**config.mk**
```make
export PLATFORM = sky130hd
export DESIGN_NAME = nested_der_header_parser
export DESIGN_NICKNAME = d
export VERILOG_FILES = /design/src/rtl/ndhp_pkg.sv /design/src/rtl/ndhp_core.sv /design/src/rtl/nested_der_header_parser.sv
export VERILOG_INCLUDE_DIRS = /design/src /design/src/rtl
export SDC_FILE = /design/constraint.sdc
export NUM_CORES = 1
export LEC_CHECK = 0
export BUFFER_PORTS_ARGS = -buffer_cell sky130_fd_sc_hd__buf_2
export CORE_ASPECT_RATIO = 1.75
export CORE_MARGIN = 5
export CORE_UTILIZATION = 50
export CTS_CLUSTER_DIAMETER = 200
export DETAILED_ROUTE_END_ITERATION = 7
export PLACE_DENSITY = 0.7
export SYNTH_ARGS = -nofsm -noshare
export SYNTH_HDL_FRONTEND = slang
export SYNTH_SLANG_ARGS = --single-unit
```
**constraint.sdc**
```tcl
create_clock -name i_clk -period 3.2 [get_ports i_clk]
set_input_delay 0.32 -clock i_clk [delete_from_list [all_inputs] [get_ports i_clk]]
set_output_delay 0.32 -clock i_clk [all_outputs]
set_load 0.05 [all_outputs]
```
**src/rtl/nested_der_header_parser_macros.svh**
```systemverilog
// Assertion helpers used by the parse core.
`ifndef NESTED_DER_HEADER_PARSER_MACROS_SVH
`define NESTED_DER_HEADER_PARSER_MACROS_SVH

// Same-cycle implication, checked out of reset.
`define NDHP_ASSERT_NOW(label, clk, rst_n, ante, cons, msg) \
    label: assert property (@(posedge clk) disable iff (!rst_n) (ante) |-> (cons)) \
        else $error(msg);

// Next-cycle implication, checked out of reset.
`define NDHP_ASSERT_NEXT(label, clk, rst_n, ante, cons, msg) \
    label: assert property (@(posedge clk) disable iff (!rst_n) (ante) |=> (cons)) \
        else $error(msg);

`endif

```
**src/rtl/ndhp_pkg.sv**
```systemverilog
package ndhp_pkg;

    // Expected header tags.
    localparam logic [7:0] TAG_SEQUENCE = 8'h30;
    localparam logic [7:0] TAG_CONTEXT  = 8'ha0;
    localparam logic [7:0] TAG_OCTET    = 8'h04;

    // Length bytes above this value are long form; this value itself is short.
    localparam logic [7:0] LEN_LONG_MARK  = 8'h80;
    localparam logic [7:0] LEN_COUNT_MASK = 8'h7f;

    // Error status reported on the beat that causes the error.
    typedef enum logic [2:0] {
        ST_OK        = 3'd0,
        ST_BAD_OUTER = 3'd1,
        ST_BAD_CTX   = 3'd2,
        ST_BAD_OCT   = 3'd3,
        ST_TOO_LONG  = 3'd4
    } t_status;

    // Per-beat result flags from the parse core.
    typedef struct packed {
        logic    payload_valid;
        logic    payload_last;
        logic    frame_done;
        t_status status;
    } t_flags;

endpackage

```
**src/rtl/ndhp_core.sv**
```systemverilog
`include "nested_der_header_parser_macros.svh"

module ndhp_core
    import ndhp_pkg::*;
#(
    parameter int LEN_BYTES_MAX = 4
) (
    input  logic       i_clk,
    input  logic       i_rst_n,
    input  logic       i_step,
    input  logic [7:0] i_data_byte,
    input  logic       i_first,
    output logic [7:0] o_payload_byte,
    output t_flags     o_flags
);

    localparam int AccW = 8 * LEN_BYTES_MAX;
    localparam int CntW = $clog2(LEN_BYTES_MAX + 1);

    typedef enum logic [11:0] {
        PH_IDLE    = 12'h001,
        PH_OUT_LEN = 12'h002,
        PH_OUT_EXT = 12'h004,
        PH_CTX_TAG = 12'h008,
        PH_CTX_LEN = 12'h010,
        PH_CTX_EXT = 12'h020,
        PH_OCT_TAG = 12'h040,
        PH_OCT_LEN = 12'h080,
        PH_OCT_EXT = 12'h100,
        PH_PAYLOAD = 12'h200,
        PH_DONE    = 12'h400,
        PH_ERROR   = 12'h800
    } t_phase;

    typedef enum logic [1:0] {
        LVL_OUTER = 2'd0,
        LVL_CTX   = 2'd1,
        LVL_OCT   = 2'd2
    } t_level;

    t_phase            r_phase, n_phase;
    logic [CntW-1:0]   r_bytes_left, n_bytes_left;
    logic [AccW-1:0]   r_accum, n_accum;
    logic [AccW-1:0]   r_payload_left, n_payload_left;

    logic              l_len_first;
    logic              l_len_more;
    t_level            l_level;
    logic              l_complete;
    logic [AccW-1:0]   l_len;
    logic [7:0]        l_count;

    // Level of the header whose length is being read.
    always_comb begin
        l_len_first = 1'b0;
        l_len_more  = 1'b0;
        l_level     = LVL_OUTER;
        unique case (r_phase)
            PH_OUT_LEN: begin l_len_first = 1'b1; l_level = LVL_OUTER; end
            PH_OUT_EXT: begin l_len_more  = 1'b1; l_level = LVL_OUTER; end
            PH_CTX_LEN: begin l_len_first = 1'b1; l_level = LVL_CTX;   end
            PH_CTX_EXT: begin l_len_more  = 1'b1; l_level = LVL_CTX;   end
            PH_OCT_LEN: begin l_len_first = 1'b1; l_level = LVL_OCT;   end
            PH_OCT_EXT: begin l_len_more  = 1'b1; l_level = LVL_OCT;   end
            default: begin
                l_len_first = 1'b0;
            end
        endcase
    end

    assign l_count = i_data_byte & LEN_COUNT_MASK;

    // Next-state and result logic for one beat.
    always_comb begin
        n_phase        = r_phase;
        n_bytes_left   = r_bytes_left;
        n_accum        = r_accum;
        n_payload_left = r_payload_left;
        o_payload_byte = 8'h00;
        o_flags        = '{payload_valid: 1'b0, payload_last: 1'b0,
                           frame_done: 1'b0, status: ST_OK};
        l_complete     = 1'b0;
        l_len          = '0;

        if (i_first) begin
            // A first beat restarts the parse from any phase.
            n_bytes_left   = '0;
            n_accum        = '0;
            n_payload_left = '0;
            if (i_data_byte == TAG_SEQUENCE) begin
                n_phase = PH_OUT_LEN;
            end else begin
                o_flags.status = ST_BAD_OUTER;
                n_phase        = PH_ERROR;
            end
        end else if (l_len_first) begin
            n_accum = '0;
            if (i_data_byte > LEN_LONG_MARK) begin
                if (l_count > 8'(LEN_BYTES_MAX)) begin
                    o_flags.status = ST_TOO_LONG;
                    n_phase        = PH_ERROR;
                end else begin
                    n_bytes_left = l_count[CntW-1:0];
                    unique case (l_level)
                        LVL_OUTER: n_phase = PH_OUT_EXT;
                        LVL_CTX:   n_phase = PH_CTX_EXT;
                        default:   n_phase = PH_OCT_EXT;
                    endcase
                end
            end else begin
                n_accum    = AccW'(i_data_byte);
                l_len      = AccW'(i_data_byte);
                l_complete = 1'b1;
            end
        end else if (l_len_more) begin
            // Long-form length bytes arrive most significant first.
            n_accum      = (r_accum << 8) | AccW'(i_data_byte);
            n_bytes_left = r_bytes_left - CntW'(1);
            l_len        = n_accum;
            l_complete   = (r_bytes_left == CntW'(1));
        end else if (r_phase == PH_PAYLOAD) begin
            o_payload_byte        = i_data_byte;
            o_flags.payload_valid = 1'b1;
            n_payload_left        = r_payload_left - AccW'(1);
            if (r_payload_left == AccW'(1)) begin
                o_flags.payload_last = 1'b1;
                o_flags.frame_done   = 1'b1;
                n_phase              = PH_DONE;
            end
        end else if (r_phase == PH_CTX_TAG) begin
            if (i_data_byte == TAG_CONTEXT) begin
                n_phase = PH_CTX_LEN;
            end else begin
                o_flags.status = ST_BAD_CTX;
                n_phase        = PH_ERROR;
            end
        end else if (r_phase == PH_OCT_TAG) begin
            if (i_data_byte == TAG_OCTET) begin
                n_phase = PH_OCT_LEN;
            end else begin
                o_flags.status = ST_BAD_OCT;
                n_phase        = PH_ERROR;
            end
        end

        // A finished length moves on to the next header or the payload.
        if (l_complete) begin
            unique case (l_level)
                LVL_OUTER: n_phase = PH_CTX_TAG;
                LVL_CTX:   n_phase = PH_OCT_TAG;
                default: begin
                    n_payload_left = l_len;
                    if (l_len == '0) begin
                        o_flags.frame_done = 1'b1;
                        n_phase            = PH_DONE;
                    end else begin
                        n_phase = PH_PAYLOAD;
                    end
                end
            endcase
        end
    end

    // Parse state advances once per beat.
    always_ff @(posedge i_clk) begin
        if (!i_rst_n) begin
            r_phase        <= PH_IDLE;
            r_bytes_left   <= '0;
            r_accum        <= '0;
            r_payload_left <= '0;
        end else if (i_step) begin
            r_phase        <= n_phase;
            r_bytes_left   <= n_bytes_left;
            r_accum        <= n_accum;
            r_payload_left <= n_payload_left;
        end
    end

    `NDHP_ASSERT_NOW(a_payload_only_in_payload, i_clk, i_rst_n,
        o_flags.payload_valid, r_phase == PH_PAYLOAD && !i_first,
        "payload beat outside payload phase")
    `NDHP_ASSERT_NOW(a_payload_count_nonzero, i_clk, i_rst_n,
        r_phase == PH_PAYLOAD, r_payload_left != '0,
        "payload phase with zero bytes left")
    `NDHP_ASSERT_NEXT(a_error_enters_error, i_clk, i_rst_n,
        i_step && o_flags.status != ST_OK, r_phase == PH_ERROR,
        "error status without error phase")
    `NDHP_ASSERT_NEXT(a_done_enters_done, i_clk, i_rst_n,
        i_step && o_flags.frame_done, r_phase == PH_DONE,
        "frame done without done phase")

endmodule

```
**src/rtl/nested_der_header_parser.sv**
```systemverilog
// Streaming parser for a nested DER header (SEQUENCE 0x30, context [0] 0xa0, OCTET STRING
// 0x04), each tag followed by a short- or long-form length of up to LEN_BYTES_MAX bytes;
// the length byte 0x80 is read as the short length 128. Send one byte per beat with
// s_axis_tuser set on the first byte of a message. Every input beat yields exactly one
// output beat, one to one: m_axis_tdata carries the byte only when it is payload (else zero),
// tlast marks the final payload byte, and tuser carries payload valid, frame done (also on
// the last header byte of an empty payload) and an error status on the byte that causes it.
// After an error, and after the payload, bytes are ignored until the next first byte.
// Throughput is one byte per clock while m_axis_tready does not hold the output; an input
// register and an output register sit around a parse state that is updated once per byte.
module nested_der_header_parser
    import ndhp_pkg::*;
#(
    parameter int LEN_BYTES_MAX = 4
) (
    input  logic       i_clk,
    input  logic       i_rst_n,
    input  logic       s_axis_tvalid,
    output logic       s_axis_tready,
    input  logic [7:0] s_axis_tdata,   // [7:0] data_byte
    input  logic       s_axis_tuser,   // [0] first
    output logic       m_axis_tvalid,
    input  logic       m_axis_tready,
    output logic [7:0] m_axis_tdata,   // [7:0] payload_byte
    output logic       m_axis_tlast,   // payload_last
    output logic [4:0] m_axis_tuser    // [0] payload_valid, [1] frame_done, [4:2] status
);

    logic       r_in_valid;
    logic [7:0] r_in_byte;
    logic       r_in_first;
    logic       r_out_valid;
    logic [7:0] r_out_byte;
    t_flags     r_out_flags;

    logic       l_out_free;
    logic       l_step;
    logic [7:0] l_payload_byte;
    t_flags     l_flags;

    // The input stage moves on whenever the output register is empty or being drained.
    assign l_out_free    = !r_out_valid || m_axis_tready;
    assign l_step        = r_in_valid && l_out_free;
    assign s_axis_tready = !r_in_valid || l_out_free;

    // Input register.
    always_ff @(posedge i_clk) begin
        if (!i_rst_n) begin
            r_in_valid <= 1'b0;
        end else if (s_axis_tready) begin
            r_in_valid <= s_axis_tvalid;
        end
    end

    always_ff @(posedge i_clk) begin
        if (s_axis_tready && s_axis_tvalid) begin
            r_in_byte  <= s_axis_tdata;
            r_in_first <= s_axis_tuser;
        end
    end

    ndhp_core #(
        .LEN_BYTES_MAX (LEN_BYTES_MAX)
    ) u_core (
        .i_clk          (i_clk),
        .i_rst_n        (i_rst_n),
        .i_step         (l_step),
        .i_data_byte    (r_in_byte),
        .i_first        (r_in_first),
        .o_payload_byte (l_payload_byte),
        .o_flags        (l_flags)
    );

    // Output register.
    always_ff @(posedge i_clk) begin
        if (!i_rst_n) begin
            r_out_valid <= 1'b0;
        end else if (l_out_free) begin
            r_out_valid <= r_in_valid;
        end
    end

    always_ff @(posedge i_clk) begin
        if (l_step) begin
            r_out_byte  <= l_payload_byte;
            r_out_flags <= l_flags;
        end
    end

    assign m_axis_tvalid = r_out_valid;
    assign m_axis_tdata  = r_out_byte;
    assign m_axis_tlast  = r_out_flags.payload_last;
    assign m_axis_tuser  = {r_out_flags.status, r_out_flags.frame_done,
                            r_out_flags.payload_valid};

endmodule

```
==> impl_metrics.csv <==
group,metric,value,unit
cells_and_area,drive_gt1_share,13.2,%
sta,fin_tns_setup,0,ns
drt,wirelength,16.7,mm
cells_and_area,diodes,0,
sta,slew_violations,0,
synth,synth_top_family_by_area,"simple AND/OR/NAND/NOR gates",
drt,drc,0,
sta,min_period,3.14,ns
synth,syn_inst,619,
sta,post-route-period-util,98.2,%
synth,yosysTopAreaCell,"dfxtp_1",
sta,fin_skew,0.00828,ns
synth,ys.flop_type,"dfxtp_1",
setup_path,crit_fanout,7,
floorplan,dieHeight,143,microns
setup_path,max_stage_delay,0.56,ns
floorplan,die-area,0.0124,sq mm
setup_path,rr_startpoint,"r_in_byte[6]$_DFFE_PP_",
placed_design,place.gp.congestion,0.964,
drt,drt_first_iter_violations,453,
synth,synthAdderAreaFrac,0.984,%
sta,hold_viol_final,0,
setup_path,regToRegSetupSlack,0.06,ns
sta,clock.fmax,0.318,GHz
synth,synthArstFlopShare,0,%
clock_network,clock_latency,0.35,ns
synth,synth_area_leaders,"dfxtp_1, edfxtp_1, a21oi_1, nand2_1, nor2_1",
placed_design,post-dp-hpwl,12.3,mm
pwr,clockPowerShare,42.8,%
pwr,power_leakage,2.19,nW
clock_network,clock_sinks,96,
pwr,swShare,25.4,%
min_path,hold_start,"s_axis_tdata[6]",
setup_path,critical_path.endpoint_type,"flop",
synth,ys_seq_area_share,42.3,%
sta,setup_viol,0,
setup_path,worstPathArrival,3.42,ns
synth,avgSynthCellArea,8.22,sq um
synth,synth_area,0.00509,sq mm
min_path,min_path_type,"in2reg",
drt,vias,5175,
floorplan,core,0.00991,sq mm
min_path,whs_path_depth,1,
pwr,vdd_drop_max,0.336,mV
synth,synthMuxAreaShare,0.221,%
global_routing,grt_usage,27.7,%
placed_design,placedCellCount,768,
pwr,powerDensity,475,mW/mm^2
clock_network,ctsResizeCount,0,
synth,yosysWarnings,0,
clock_network,cts_hold_buf,0,
setup_path,crit_path_cell_trace,"nor4_1 -> a21boi_0 -> or4_1 -> and2_4 -> or3_1 -> or2_0 -> a31oi_1",
global_routing,grt_max_degree,45,
pwr,p_sw,704,uW
pwr,internal_power,2.07,mW
placed_design,placed_area,0.00550,sq mm
clock_network,numCtsBuffers,9,
sta,rsz0062_at_grt,"false",
cells_and_area,fin_util,58.9,%
cells_and_area,final_area,0.00583,sq mm
clock_network,cts_tree,"done",
floorplan,rows,48,
drt,drt_pass1_iterations,6,
cells_and_area,post_layout_nonfiller_instances,784,
sta,holdWs,0.139,ns
drt,detail-route-antenna-nets,0,
synth,synth-edff-count,23,
clock_network,cts-root-buf,"clkbuf_16",
global_routing,antenna_found_initial,0,
clock_network,postCtsSetupBuffers,0,
synth,synth_compound_area_share,22.3,%
clock_network,htreeDepth,3,
synth,synth_seq_cells,96,
synth,ys_types,65,
global_routing,grt_pass1_wl,26.4,mm
clock_network,clk_path_buf_depth,2,
drt,wire_per_inst,21.3,microns
clock_network,clkTransAtPathRegs,0.07,ns
global_routing,grt_pass1_vias,4996,
pwr,combinationalPowerShare,10.1,%
global_routing,grt_remaining_overflow,0,
floorplan,fp.dieW,86.3,microns
placed_design,io_buffers,28,
setup_path,reg2reg_to,"u_core.r_payload_left[0]$_SDFFE_PN0P_",
synth,synth_nets,636,
floorplan,initial_utilization,51.4,%
setup_path,r2r_cells,7,
setup_path,crit_type,"reg2reg",
setup_path,crit_path_top_delay_cell,"nor4_1",
pwr,power_frac_seq,47.1,%
synth,synth_xor_area_share,2.75,%
outcome,status,"complete, no violations",
floorplan,io_pins,29,
setup_path,cp-start-kind,"flop",
min_path,hold_end,"r_in_byte[6]$_DFFE_PP_",
synth,synthSimpleGateAreaFrac,27.6,%
setup_path,critPathRequiredTime,3.47,ns
sta,maxSlewHeadroom,29.2,%
synth,synth_top_area_share,28.7,%
drt,drt-vias-per-instance,6.60,
cells_and_area,nets,671,
cells_and_area,area_delta_synth_final,14.6,%
job,max-cap-violations,0,
sta,worst_slew_pin_slew,1.06,ns
flip-flops by register name, indices dropped and copies added (netlist names):
signal / cells
u_core.r_payload_left: 32
u_core.r_accum: 24
u_core.r_phase: 12
m_axis_tdata: 8
r_in_byte: 8
m_axis_tuser: 5
u_core.r_bytes_left: 3
m_axis_tlast: 1
m_axis_tvalid: 1
r_in_first: 1
r_in_valid: 1
worst max-delay path: cells and delay by family, from the launching register on:
kind | cells | cell delay, ns
flip-flops | 1 | 0.47
AO/OA/AOI/OAI | 2 | 0.57
AND/OR/NAND/NOR | 5 | 2.01
cells in the mapped netlist, types with 3 or more instances:
library cell / n
o311ai_0: 3
o21ai_0: 37
o22ai_1: 3
edfxtp_1: 23
ha_1: 4
xnor2_1: 6
clkbuf_1: 36
a31oi_1: 22
or3_1: 11
nand3b_1: 3
or4_1: 9
o31ai_1: 5
o21a_1: 4
a22oi_1: 8
nand4_1: 8
nor3_1: 26
dfxtp_1: 73
nand3_1: 32
nor4_1: 23
o211a_1: 3
and2_1: 9
a32oi_1: 5
o211ai_1: 6
inv_1: 11
a22o_1: 5
xor2_1: 10
a21oi_1: 50
nand2b_1: 6
nor2_1: 53
nand2_1: 62
and3_1: 13
nor4b_1: 3
cell usage in the layout (no fill, tap or decap), types with 13 or more instances in the layout:
master	instances
nor3_1	26
and3_1	13
a31oi_1	22
nor4_1	23
nand3_1	32
a21oi_1	50
o21ai_0	37
edfxtp_1	23
dfxtp_1	73
nand2_1	62
buf_2	28
nor2_1	53
buf_4	36
final cells by class:
type,instances,area [sq um]
timing repair buffer,64,410
inverter,11,41.3
clock buffer,12,279
fill,926,4080
multi-input combinational,472,2740
sequential,96,2150
tap,125,156
clock inverter,4,56.3
metal layers:
layer  vias to the layer above  GRT usage [%]  part of all wire [%]
li1                       2404              -                     -
met1                      2407           29.4                    35
met2                       275           48.5                    51
met3                        89           3.50                   5.5
met4                         0           22.2                   8.2
met5                         -              0                     0
per-stage QoR:
step	power, mW	setup slack [ns]
after floorplan	1.50	0.138
after global placement	1.60	0.168
after detailed placement	1.60	0.162
after CTS	2.78	0.138
after global routing	2.86	0.0334
final	2.77	0.0564
power by group through the flow:
stage,clock (mW),combinational [mW],sequential (mW)
after floorplan,0,0.154,1.35
after global placement,0,0.270,1.33
after detailed placement,0,0.272,1.33
after CTS,1.20,0.274,1.30
after global routing,1.26,0.300,1.31
final,1.19,0.279,1.31
cell families (layout without fill, tap and decap cells):
| group | count (synthesis) | in the layout |
|---|---|---|
| XOR/XNOR | 16 | 16 |
| flip-flops | 96 | 96 |
| adder cells (fa/ha/maj) | 4 | 4 |
| AND/OR/NAND/NOR | 274 | 274 |
| multiplexers | 1 | 1 |
| buffers and inverters | 51 | 91 |
| AO/OA/AOI/OAI | 177 | 177 |
worst max path at each step:
stage                                         startpoint                                    end  depth (start not counted)
after global placement            r_in_byte[3]$_DFFE_PP_  u_core.r_payload_left[6]$_SDFFE_PN0P_                          7
after CTS                         r_in_byte[6]$_DFFE_PP_  u_core.r_payload_left[6]$_SDFFE_PN0P_                          7
after global routing              r_in_byte[6]$_DFFE_PP_         u_core.r_phase[3]$_SDFFE_PN0P_                          7
after floorplan           u_core.r_phase[8]$_SDFFE_PN0P_  u_core.r_payload_left[6]$_SDFFE_PN0P_                         10
final                             r_in_byte[6]$_DFFE_PP_  u_core.r_payload_left[0]$_SDFFE_PN0P_                          7
after detailed placement          r_in_byte[3]$_DFFE_PP_  u_core.r_payload_left[6]$_SDFFE_PN0P_                          7
Power figures use the tool's default switching activity.
